File: src/rtl/bmf_pkg.sv
// shared types and constants of the box mean filter
// no dependencies
package bmf_pkg;

    localparam int DEF_MAX_WIDTH  = 4096;
    localparam int DEF_MAX_WINDOW = 31;

    localparam int PIX_W    = 8;
    localparam int COL_W    = 13;
    localparam int SLOT_W   = 6;
    localparam int ROW_W    = 16;
    localparam int OCOL_W   = 12;
    localparam int WIN_W    = 5;
    localparam int CS_W     = 13;
    localparam int WS_W     = 18;
    localparam int FRAC     = 23;
    localparam int FAC_W    = 24;
    localparam int MN_W     = 10;
    localparam int CFG_IDX_W  = 4;
    localparam int CFG_DATA_W = 16;

    localparam logic [FAC_W-1:0] FACTOR_RESET = 24'd932067;

    localparam logic [CFG_IDX_W-1:0] REG_IMAGE_WIDTH  = 4'd0;
    localparam logic [CFG_IDX_W-1:0] REG_IMAGE_HEIGHT = 4'd1;
    localparam logic [CFG_IDX_W-1:0] REG_WINDOW_COLS  = 4'd2;
    localparam logic [CFG_IDX_W-1:0] REG_WINDOW_ROWS  = 4'd3;

    typedef struct packed {
        logic [PIX_W-1:0]  pixel;
        logic [COL_W-1:0]  col;
        logic [SLOT_W-1:0] slot;
        logic              first_row;
        logic              sub_old;
        logic              first_col;
        logic              sub_tap;
        logic              emit;
        logic              last;
        logic [ROW_W-1:0]  centre_row;
        logic [OCOL_W-1:0] centre_col;
    } bmf_item_t;

    typedef struct packed {
        logic [WIN_W-1:0] win_cols;
        logic [FAC_W-1:0] factor;
    } bmf_setup_t;

endpackage

File: src/rtl/bmf_if.sv
// channel interfaces: pixel input, result output, configuration writes
// depends on bmf_pkg
interface bmf_pixel_if;
    import bmf_pkg::*;
    logic             valid;
    logic             ready;
    logic [PIX_W-1:0] pixel;
    modport source (output valid, output pixel, input ready);
    modport sink (input valid, input pixel, output ready);
endinterface


interface bmf_cfg_if;
    import bmf_pkg::*;
    logic                  valid;
    logic                  ready;
    logic [CFG_IDX_W-1:0]  index;
    logic [CFG_DATA_W-1:0] data;
    modport source (output valid, output index, output data, input ready);
    modport sink (input valid, input index, input data, output ready);
endinterface

File: src/rtl/bmf_front.sv
// front end: configuration registers, mean factor divider, raster counters
// depends on bmf_pkg, bmf_if
module bmf_front
    import bmf_pkg::*;
#(
    parameter int MAX_WIDTH  = DEF_MAX_WIDTH,
    parameter int MAX_WINDOW = DEF_MAX_WINDOW
)
(
    input  logic              clk,
    input  logic              rst_n,
    bmf_pixel_if.sink         pix,
    bmf_cfg_if.sink           cfg,
    input  logic              q_full,
    output logic              push,
    output bmf_item_t         item,
    output bmf_setup_t        setup,
    output logic              busy
);

    localparam int ODD_CAP = ((MAX_WINDOW - 1) / 2) * 2 + 1;

    logic [12:0]       width_reg, width_next;
    logic [ROW_W-1:0]  height_reg, height_next;
    logic [WIN_W-1:0]  cols_reg, cols_next;
    logic [WIN_W-1:0]  rows_reg, rows_next;
    logic [COL_W-1:0]  col_reg, col_next;
    logic [ROW_W-1:0]  row_reg, row_next;
    logic [SLOT_W-1:0] slot_reg, slot_next;
    logic              busy_reg, busy_next;
    logic [4:0]        cnt_reg, cnt_next;
    logic [FAC_W-1:0]  quo_reg, quo_next;
    logic [MN_W:0]     rem_reg, rem_next;
    logic [FAC_W-1:0]  factor_reg, factor_next;

    logic              cfg_write;
    logic              accept;
    logic [WIN_W-1:0]  m, n;
    logic [MN_W-1:0]   mn;
    logic [COL_W-1:0]  last_col;
    logic [ROW_W-1:0]  last_row;
    logic [MN_W:0]     trial;
    logic              ge;

    function automatic logic [WIN_W-1:0] odd_win(input logic [WIN_W-1:0] v);
        logic [WIN_W-1:0] w;
        w = v | WIN_W'(1);
        return ({1'b0, w} > (WIN_W + 1)'(ODD_CAP)) ? WIN_W'(ODD_CAP) : w;
    endfunction

    assign m  = odd_win(cols_reg);
    assign n  = odd_win(rows_reg);
    assign mn = MN_W'(m) * MN_W'(n);

    always_comb
    begin
        if (width_reg == 13'd0)
        begin
            last_col = '0;
        end
        else if ({1'b0, width_reg} > 14'(MAX_WIDTH))
        begin
            last_col = COL_W'(MAX_WIDTH - 1);
        end
        else
        begin
            last_col = COL_W'(width_reg - 13'd1);
        end
        last_row = (height_reg == '0) ? '0 : height_reg - ROW_W'(1);
    end

    assign cfg.ready  = 1'b1;
    assign cfg_write  = cfg.valid && (cfg.index == REG_IMAGE_WIDTH
                        || cfg.index == REG_IMAGE_HEIGHT || cfg.index == REG_WINDOW_COLS
                        || cfg.index == REG_WINDOW_ROWS);
    assign pix.ready  = !busy_reg && !q_full;
    assign accept     = pix.valid && pix.ready;
    assign push       = accept;
    assign busy       = busy_reg;
    assign setup.win_cols = m;
    assign setup.factor   = factor_reg;

    always_comb
    begin
        item.pixel      = pix.pixel;
        item.col        = col_reg;
        item.slot       = slot_reg;
        item.first_row  = (row_reg == '0);
        item.sub_old    = (row_reg >= ROW_W'(n));
        item.first_col  = (col_reg == '0);
        item.sub_tap    = (col_reg >= COL_W'(m));
        item.emit       = (row_reg >= ROW_W'(n) - ROW_W'(1)) && (col_reg >= COL_W'(m) - COL_W'(1));
        item.last       = (row_reg == last_row) && (col_reg == last_col);
        item.centre_row = row_reg - ROW_W'(n >> 1);
        item.centre_col = OCOL_W'(col_reg - COL_W'(m >> 1));
    end

    assign trial = {rem_reg[MN_W-1:0], quo_reg[FAC_W-1]};
    assign ge    = trial >= {1'b0, mn};

    always_comb
    begin
        width_next  = width_reg;
        height_next = height_reg;
        cols_next   = cols_reg;
        rows_next   = rows_reg;
        col_next    = col_reg;
        row_next    = row_reg;
        slot_next   = slot_reg;
        busy_next   = busy_reg;
        cnt_next    = cnt_reg;
        quo_next    = quo_reg;
        rem_next    = rem_reg;
        factor_next = factor_reg;

        if (busy_reg)
        begin
            rem_next = ge ? trial - {1'b0, mn} : trial;
            quo_next = {quo_reg[FAC_W-2:0], ge};
            cnt_next = cnt_reg + 5'd1;
            if (cnt_reg == 5'(FAC_W - 1))
            begin
                busy_next   = 1'b0;
                factor_next = quo_next;
            end
        end

        if (accept)
        begin
            if (col_reg == last_col)
            begin
                col_next = '0;
                if (row_reg == last_row)
                begin
                    row_next  = '0;
                    slot_next = '0;
                end
                else
                begin
                    row_next  = row_reg + ROW_W'(1);
                    slot_next = (slot_reg + SLOT_W'(1) >= SLOT_W'(n)) ? '0 : slot_reg + SLOT_W'(1);
                end
            end
            else
            begin
                col_next = col_reg + COL_W'(1);
            end
        end

        if (cfg_write)
        begin
            case (cfg.index)
                REG_IMAGE_WIDTH:  width_next  = cfg.data[12:0];
                REG_IMAGE_HEIGHT: height_next = cfg.data[ROW_W-1:0];
                REG_WINDOW_COLS:  cols_next   = cfg.data[WIN_W-1:0];
                REG_WINDOW_ROWS:  rows_next   = cfg.data[WIN_W-1:0];
                default:          width_next  = width_reg;
            endcase
            col_next  = '0;
            row_next  = '0;
            slot_next = '0;
            busy_next = 1'b1;
            cnt_next  = '0;
            quo_next  = FAC_W'(1) << FRAC;
            rem_next  = '0;
        end
    end

    always_ff @(posedge clk or negedge rst_n)
    begin
        if (!rst_n)
        begin
            width_reg  <= 13'd640;
            height_reg <= 16'd480;
            cols_reg   <= 5'd3;
            rows_reg   <= 5'd3;
            col_reg    <= '0;
            row_reg    <= '0;
            slot_reg   <= '0;
            busy_reg   <= 1'b0;
            cnt_reg    <= '0;
            factor_reg <= FACTOR_RESET;
        end
        else
        begin
            width_reg  <= width_next;
            height_reg <= height_next;
            cols_reg   <= cols_next;
            rows_reg   <= rows_next;
            col_reg    <= col_next;
            row_reg    <= row_next;
            slot_reg   <= slot_next;
            busy_reg   <= busy_next;
            cnt_reg    <= cnt_next;
            factor_reg <= factor_next;
        end
    end

    always_ff @(posedge clk)
    begin
        quo_reg <= quo_next;
        rem_reg <= rem_next;
    end

endmodule

File: src/flat_wrapper.sv
// flat-port wrapper written by rule: the top's interface ports become plain ports
module bmf_front_flat import bmf_pkg::*;
#(
    parameter int MAX_WIDTH  = DEF_MAX_WIDTH,
    parameter int MAX_WINDOW = DEF_MAX_WINDOW
)
  (clk, rst_n, q_full, push, item, setup, busy, pix_valid, pix_pixel, pix_ready, cfg_valid, cfg_index, cfg_data, cfg_ready);
  bmf_pixel_if pix_i ();
  bmf_cfg_if cfg_i ();
  input  logic clk;
  input  logic rst_n;
  input  logic q_full;
  output logic push;
  output bmf_item_t item;
  output bmf_setup_t setup;
  output logic busy;
  input wire logic [$bits(pix_i.valid)-1:0] pix_valid;
  input wire logic [$bits(pix_i.pixel)-1:0] pix_pixel;
  output wire logic [$bits(pix_i.ready)-1:0] pix_ready;
  input wire logic [$bits(cfg_i.valid)-1:0] cfg_valid;
  input wire logic [$bits(cfg_i.index)-1:0] cfg_index;
  input wire logic [$bits(cfg_i.data)-1:0] cfg_data;
  output wire logic [$bits(cfg_i.ready)-1:0] cfg_ready;
  assign pix_i.valid = pix_valid;
  assign pix_i.pixel = pix_pixel;
  assign pix_ready = pix_i.ready;
  assign cfg_i.valid = cfg_valid;
  assign cfg_i.index = cfg_index;
  assign cfg_i.data = cfg_data;
  assign cfg_ready = cfg_i.ready;
  bmf_front #(.MAX_WIDTH(MAX_WIDTH), .MAX_WINDOW(MAX_WINDOW)) u_core (.clk(clk), .rst_n(rst_n), .pix(pix_i), .cfg(cfg_i), .q_full(q_full), .push(push), .item(item), .setup(setup), .busy(busy));
endmodule
File: config.mk
export PLATFORM = sky130hd
export DESIGN_NAME = bmf_front_flat
export DESIGN_NICKNAME = d
export VERILOG_FILES = /design/src/rtl/bmf_pkg.sv /design/src/rtl/bmf_if.sv /design/src/rtl/bmf_front.sv /design/src/flat_wrapper.sv
export SDC_FILE = /design/constraint.sdc
export NUM_CORES = 1
export LEC_CHECK = 0
export ABC_AREA = 1
export BUFFER_PORTS_ARGS = -buffer_cell sky130_fd_sc_hd__buf_4
export CELL_PAD_IN_SITES_DETAIL_PLACEMENT = 1
export CELL_PAD_IN_SITES_GLOBAL_PLACEMENT = 2
export CORE_MARGIN = 5
export CORE_UTILIZATION = 33
export DETAILED_ROUTE_END_ITERATION = 16
export HOLD_SLACK_MARGIN = 0.15
export PLACE_DENSITY_LB_ADDON = 0.12
export REMOVE_ABC_BUFFERS = 1
export SETUP_SLACK_MARGIN = 0.02
export SYNTH_ARGS = -nofsm -noshare
export SYNTH_HDL_FRONTEND = slang
export SYNTH_SLANG_ARGS = --single-unit
File: constraint.sdc
create_clock -name clk -period 6.69 [get_ports clk]
set_input_delay 0.669 -clock clk [delete_from_list [all_inputs] [get_ports clk]]
set_output_delay 0.669 -clock clk [all_outputs]
set_load 0.02 [all_outputs]
==> reports/metrics.cfg, run 1 <==
[outcome]
status=finished, final reports clean

[finish]
syn_to_final_growth_pct=17.1
final_cell_mix=nand2_1, inv_1, nand3_1, buf_4, nor2_1
final_area_um2=11300
antenna_cells=0
drive_gt1_share_pct=12.4
final_common_cell=nand2_1
nFillCells=3685
fin_nets=1560

[placed_design]
gp_congestion=0.818
portBuffers=108
dpl_cell_area_um2=10700
place_hpwl_um=22600

[sta]
hold_violations=0
period_needed_ns=5.71
finalSetupTns_ns=0
final-setup-viol-count=0
clock_skew_ns=0.0202
rsz0062_at_grt=no
drv_slew=0
finalCritPeriodShare_pct=85.3
worst_pin_slew_ns=1.08
relSlewSlack_pct=27.7
fmax_ghz=0.175

[pwr]
power_frac_comb_pct=55.0
irDropWorstVdd_mv=0.218
p_leak_nw=6.04
clkPwrFrac_pct=18.5
internal_power_mw=2.74
p_switching_mw=2.51
p_per_area_nw_per_um2=465
p_seq_share_pct=26.5
swShare_pct=47.8

[yosys]
yosysSeqAreaShare_pct=33.8
syn_area_um2=9650
yosysTopAreaCell=dfrtp_1
syn_avg_cell_area_um2=7.01
ys_seq_elements=136
yosys-top-cells-area=dfrtp_1, nand2_1, ha_1
syn_inst=1376
synth-warning-count=0
synth.top_cell.area_share_pct=21.5
synth_cell_type_count=41

[route]
drc=0
viasPerCell=4.91
routed_wl_um=30200
via_count=9107
drtPass1Iterations=4
ant_nets=0
drt_iter0_markers=376
wl_per_cell_um=16.3

[critical_path]
reg2reg_from=u_core.cols_reg[2]$_DFFE_PN0P_
critical_path.max_fanout=14
r2r_slack_ns=0.98
reg2regPathDepth=23
path_class=flop to flop
worst_setup_path_end_kind=flop
worst_ep_arrival_time_ns=6.04
r2r_end=u_core.rem_reg[9]$_SDFFE_PP0P_
start_kind=flop
worstPathRequired_ns=7.02

[clock_network]
tritoncts=built
cts_resized=0
cts_buffer_depth=2
cts_hold_repair.buffers=0
clk_latency_ns=0.44
cts_inserted_buffers=17
path_clk_slew_ns=0.08
cts_sinks=136
h-tree-depth=4
postCtsSetupRepairBufs=0
cts-root-buf=clkbuf_16

[grt]
grt_max_degree=64
grt_pass1_vias=9703
grt_antenna_before_repair=0
grt_pass1_wl_um=50500
grt_usage_pct=18.6
grt-ovfl-total=0

[job]
drv_cap=0

[die]
start_util_pct=33.5
coreArea_um2=28800
die-area_um2=32800
die_w_um=181
die_h_um=181
top_level_ports=127
rows=62

[min_path]
hp-class=primary input to asynchronous set/reset pin

## critical path, cell delays in order, from the launching register on
cell and delay, ns:
dfrtp_1 0.51, ha_1 0.29, fa_1 0.48, inv_1 0.06, fa_1 0.50, fa_1 0.52, inv_1 0.04, ha_1 0.34
nand2_1 0.07, o21ai_0 0.25, a21oi_1 0.11, o21ai_0 0.28, a21o_1 0.16, a21oi_1 0.07, xnor2_1 0.18, ha_1 0.30
nand2_1 0.10, nor2_1 0.06, a221oi_1 0.26, nand3_1 0.43, inv_1 0.35, o21ai_0 0.13, nand2_1 0.06, o21ai_0 0.07
## cell type report
cell class              count  area, µm²  area share (%)
inverters                 187        702            6.21
repair buffers            114        856            7.58
clock inverters            14        158            1.40
flip-flops and latches    136       3260            28.8
multi-input cells        1002       5420            47.9
clock buffers              18        429            3.80
well taps                 384        480            4.25
## worst max path at each step
stage                                    from  slack [ns]                        endpoint  cells past startpoint
6_report       u_core.cols_reg[2]$_DFFE_PN0P_        0.98  u_core.rem_reg[9]$_SDFFE_PP0P_                     23
2_1_floorplan  u_core.cols_reg[2]$_DFFE_PN0P_        1.52  u_core.rem_reg[9]$_SDFFE_PP0P_                     23
4_1_cts        u_core.cols_reg[2]$_DFFE_PN0P_        0.89  u_core.rem_reg[9]$_SDFFE_PP0P_                     23
5_1_grt        u_core.cols_reg[2]$_DFFE_PN0P_        0.32  u_core.rem_reg[5]$_SDFFE_PP0P_                     24
3_5_place_dp   u_core.cols_reg[2]$_DFFE_PN0P_        0.90  u_core.rem_reg[9]$_SDFFE_PP0P_                     23
3_3_place_gp   u_core.cols_reg[2]$_DFFE_PN0P_        1.09  u_core.rem_reg[9]$_SDFFE_PP0P_                     23
## power groups by stage
stage                     clock network (mW)  logic (mW)  registers (mW)
final                                  0.973        2.89            1.39
after global routing                    1.04        3.27            1.44
after CTS                              0.998        2.94            1.39
after detailed placement                   0        2.92            1.40
after global placement                     0        2.88            1.40
after floorplan                            0        1.87            1.42
## per-layer routing
metal	global-route usage [%]	wire length, µm
met3	3.56	972
met4	4.02	350
met1	24.8	14500
met5	0	0
met2	31.6	14300
## cells by family after synthesis
family	share of synthesized area [%]
other	0.0389
DFF	33.8
AOI/OAI and AO/OA	11.1
adders and majority gates	9.88
buffers and inverters	10.2
xor gates and xnor gates	4.54
and+or+nand+nor	30.4
## cells in the mapped netlist
master,count
o211ai_1,2
xor2_1,42
nand2_1,398
nor4_1,3
ha_1,57
o21bai_1,4
nor2_1,95
nand4_1,29
a2111oi_0,1
a221oi_1,1
dfxtp_1,34
nand3b_1,3
xnor2_1,8
clkbuf_1,28
nand2_4,3
inv_1,187
a32oi_1,1
nor3_1,20
o22ai_1,14
a22oi_1,24
buf_6,5
nand3_2,1
dfstp_2,19
o31ai_1,1
a21o_1,2
buf_4,12
buf_2,7
o21ai_0,84
a21boi_0,2
and2_1,1
a21oi_1,52
nor3b_1,1
nor2_4,1
nor2_2,2
fa_1,12
conb_1,1
nand2_2,3
dfrtp_1,83
a211oi_1,2
nand3_1,125
or2_2,6
## per-stage QoR
stage	setup slack [ns]	power (mW)	instances	util [%]	hold slack [ns]
after global placement	1.09	4.28	1823	37.2	0.422
after detailed placement	0.895	4.33	1823	37.2	0.422
after global routing	0.320	5.74	1855	39.3	0.274
after CTS	0.894	5.34	1855	39.3	0.245
after floorplan	1.52	3.28	1325	-	0.373
final	0.981	5.25	1855	39.3	0.234
Note: power is estimated with default switching activity, not from simulation.
==> run 2: changes to the inputs <==
--- a/config.mk
+++ b/config.mk
@@ -9,12 +9,10 @@
 export BUFFER_PORTS_ARGS = -buffer_cell sky130_fd_sc_hd__buf_4
 export CELL_PAD_IN_SITES_DETAIL_PLACEMENT = 1
 export CELL_PAD_IN_SITES_GLOBAL_PLACEMENT = 2
-export CORE_MARGIN = 5
 export CORE_UTILIZATION = 33
 export DETAILED_ROUTE_END_ITERATION = 16
 export HOLD_SLACK_MARGIN = 0.15
 export PLACE_DENSITY_LB_ADDON = 0.12
-export REMOVE_ABC_BUFFERS = 1
 export SETUP_SLACK_MARGIN = 0.02
 export SYNTH_ARGS = -nofsm -noshare
 export SYNTH_HDL_FRONTEND = slang
==> run 2 against run 1 <==
  * Power increased by 0.17%
  * Register-to-register slack improved by 0.23 ns
  * Global-route usage increased by 1.9 points
  * Fmax increased by 4.1%
  * Die area decreased by 8.6%
  * Critical endpoint is now u_core.rem_reg[1]$_SDFFE_PP0P_
  * Worst setup slack improved by 0.23 ns
  * Largest power group unchanged
==> reports/metrics.cfg, run 2 (same netlist as run 1, synthesis figures left out) <==
[route]
drtPass1Iterations=4
ant_nets=0
top_layer_used=met4
wl_per_cell_um=16.0
via_count=9080
drc=0
routed_wl_um=29800
wl_met1_um=14300
drt_iter0_markers=401
viasPerCell=4.89
dr_wl_met3_um=1070
route.met2.wl_um=14200

[die]
start_util_pct=33.6
die-area_um2=29900
die_w_um=173
rows=62
die_h_um=173
coreArea_um2=28700
top_level_ports=127

[clock_network]
cts-root-buf=clkbuf_16
cts_hold_repair.buffers=0
cts_inserted_buffers=17
cts_sinks=136
h-tree-depth=4
cts_buffer_depth=2
clk_latency_ns=0.43
path_clk_slew_ns=0.08
cts_resized=0
postCtsSetupRepairBufs=0
tritoncts=built

[grt]
grt-ovfl-total=0
grt_pass1_vias=9472
grt_pass1_wl_um=49800
grt_usage_pct=20.6
grt_max_degree=58
grt_antenna_before_repair=0

[finish]
antenna_cells=0
nFillCells=3680
final_cell_mix=nand2_1, inv_1, nand3_1, buf_4, nor2_1
drive_gt1_share_pct=12.5
syn_to_final_growth_pct=17.2
seq_area_um2=3260
final_common_cell=nand2_1
fin_nets=1560
multiInputGateArea_um2=5420

[sta]
rsz0062_at_grt=no
hold_violations=0
final-setup-viol-count=0
worst_pin_slew_ns=1.08
finalCritPeriodShare_pct=81.9
finalSetupTns_ns=0
fmax_ghz=0.182
finalWorstSetupSlack_ns=1.21
drv_slew=0
clock_skew_ns=0.0154
period_needed_ns=5.48
relSlewSlack_pct=27.6

[critical_path]
worstPathRequired_ns=7.01
worst_setup_path_end_kind=flop
path_class=flop to flop
start_kind=flop
critical_path.max_fanout=14
worst_ep_arrival_time_ns=5.80

[pwr]
p_leak_nw=6.04
irDropWorstVdd_mv=0.203
p_per_area_nw_per_um2=465

[placed_design]
dpl_worst_slack_ns=1.20
portBuffers=108
place_hpwl_um=22400
gp_congestion=0.803

[min_path]
hp-class=primary input to asynchronous set/reset pin

[job]
drv_cap=0

[outcome]
status=finished, final reports clean

run 2: cell type report:
type / count / area share (%)
clock buffers: 18 / 3.98
inverters: 187 / 6.21
clock inverters: 14 / 1.33
repair buffers: 114 / 7.57
well taps: 384 / 4.25
multi-input cells: 1002 / 47.9
flip-flops and latches: 136 / 28.8
run 2: worst paths after layout:
check | start | end | slack, ns | cells after the start
setup reg to reg | u_core.cols_reg[2]$_DFFE_PN0P_ | u_core.rem_reg[1]$_SDFFE_PP0P_ | 1.21 | 24
setup / recovery | u_core.cols_reg[2]$_DFFE_PN0P_ | u_core.rem_reg[1]$_SDFFE_PP0P_ | 1.21 | 24
max in group asynchronous | rst_n | u_core.cnt_reg[0]$_DFFE_PN0P_ | 5.20 | 2
hold reg to reg | u_core.quo_reg[6]$_SDFFE_PP0P_ | u_core.factor_reg[7]$_DFFE_PN1P_ | 0.43 | 2
hold / removal | rst_n | u_core.col_reg[9]$_DFFE_PN0P_ | 0.26 | 1
min in group clk | u_core.quo_reg[6]$_SDFFE_PP0P_ | u_core.factor_reg[7]$_DFFE_PN1P_ | 0.43 | 2
run 2: worst max-delay path, stage by stage, from the launching register on:
cell,delay [ns]
dfrtp_1,0.52
ha_1,0.28
fa_1,0.48
inv_1,0.06
fa_1,0.50
fa_1,0.52
inv_1,0.05
ha_1,0.34
nand2_1,0.07
o21ai_0,0.25
a21oi_1,0.11
o21ai_0,0.30
a21o_1,0.16
a21oi_1,0.07
xnor2_1,0.18
ha_1,0.29
nand2_1,0.11
nor2_1,0.06
a221oi_1,0.26
nand3_1,0.11
buf_4,0.20
inv_1,0.18
a21oi_1,0.09
o21ai_0,0.08
o21ai_0,0.10
run 2: routing by layer:
layer	global-route usage [%]	vias up
met2	34.7	117
met4	3.91	0
met3	4.13	17
met1	27.3	4350
met5	0	-
li1	-	4596
run 2: stage by stage:
| step | instance area [µm²] | hold slack (ns) | util, % | cells | power (mW) |
|---|---|---|---|---|---|
| floorplan | 9650 | 0.373 | - | 1377 | 3.31 |
| global placement | 10700 | 0.419 | 37.3 | 1823 | 4.28 |
| detailed placement | 10700 | 0.422 | 37.3 | 1823 | 4.34 |
| CTS | 11300 | 0.271 | 39.4 | 1855 | 5.34 |
| global route | 11300 | 0.301 | 39.4 | 1855 | 5.75 |
| finish | 11300 | 0.260 | 39.4 | 1855 | 5.26 |
run 2: report_power, final:
part	internal (mW)	switching, mW
clock network	0.521	0.443
registers	1.09	0.296
logic	1.12	1.78
total	2.74	2.52
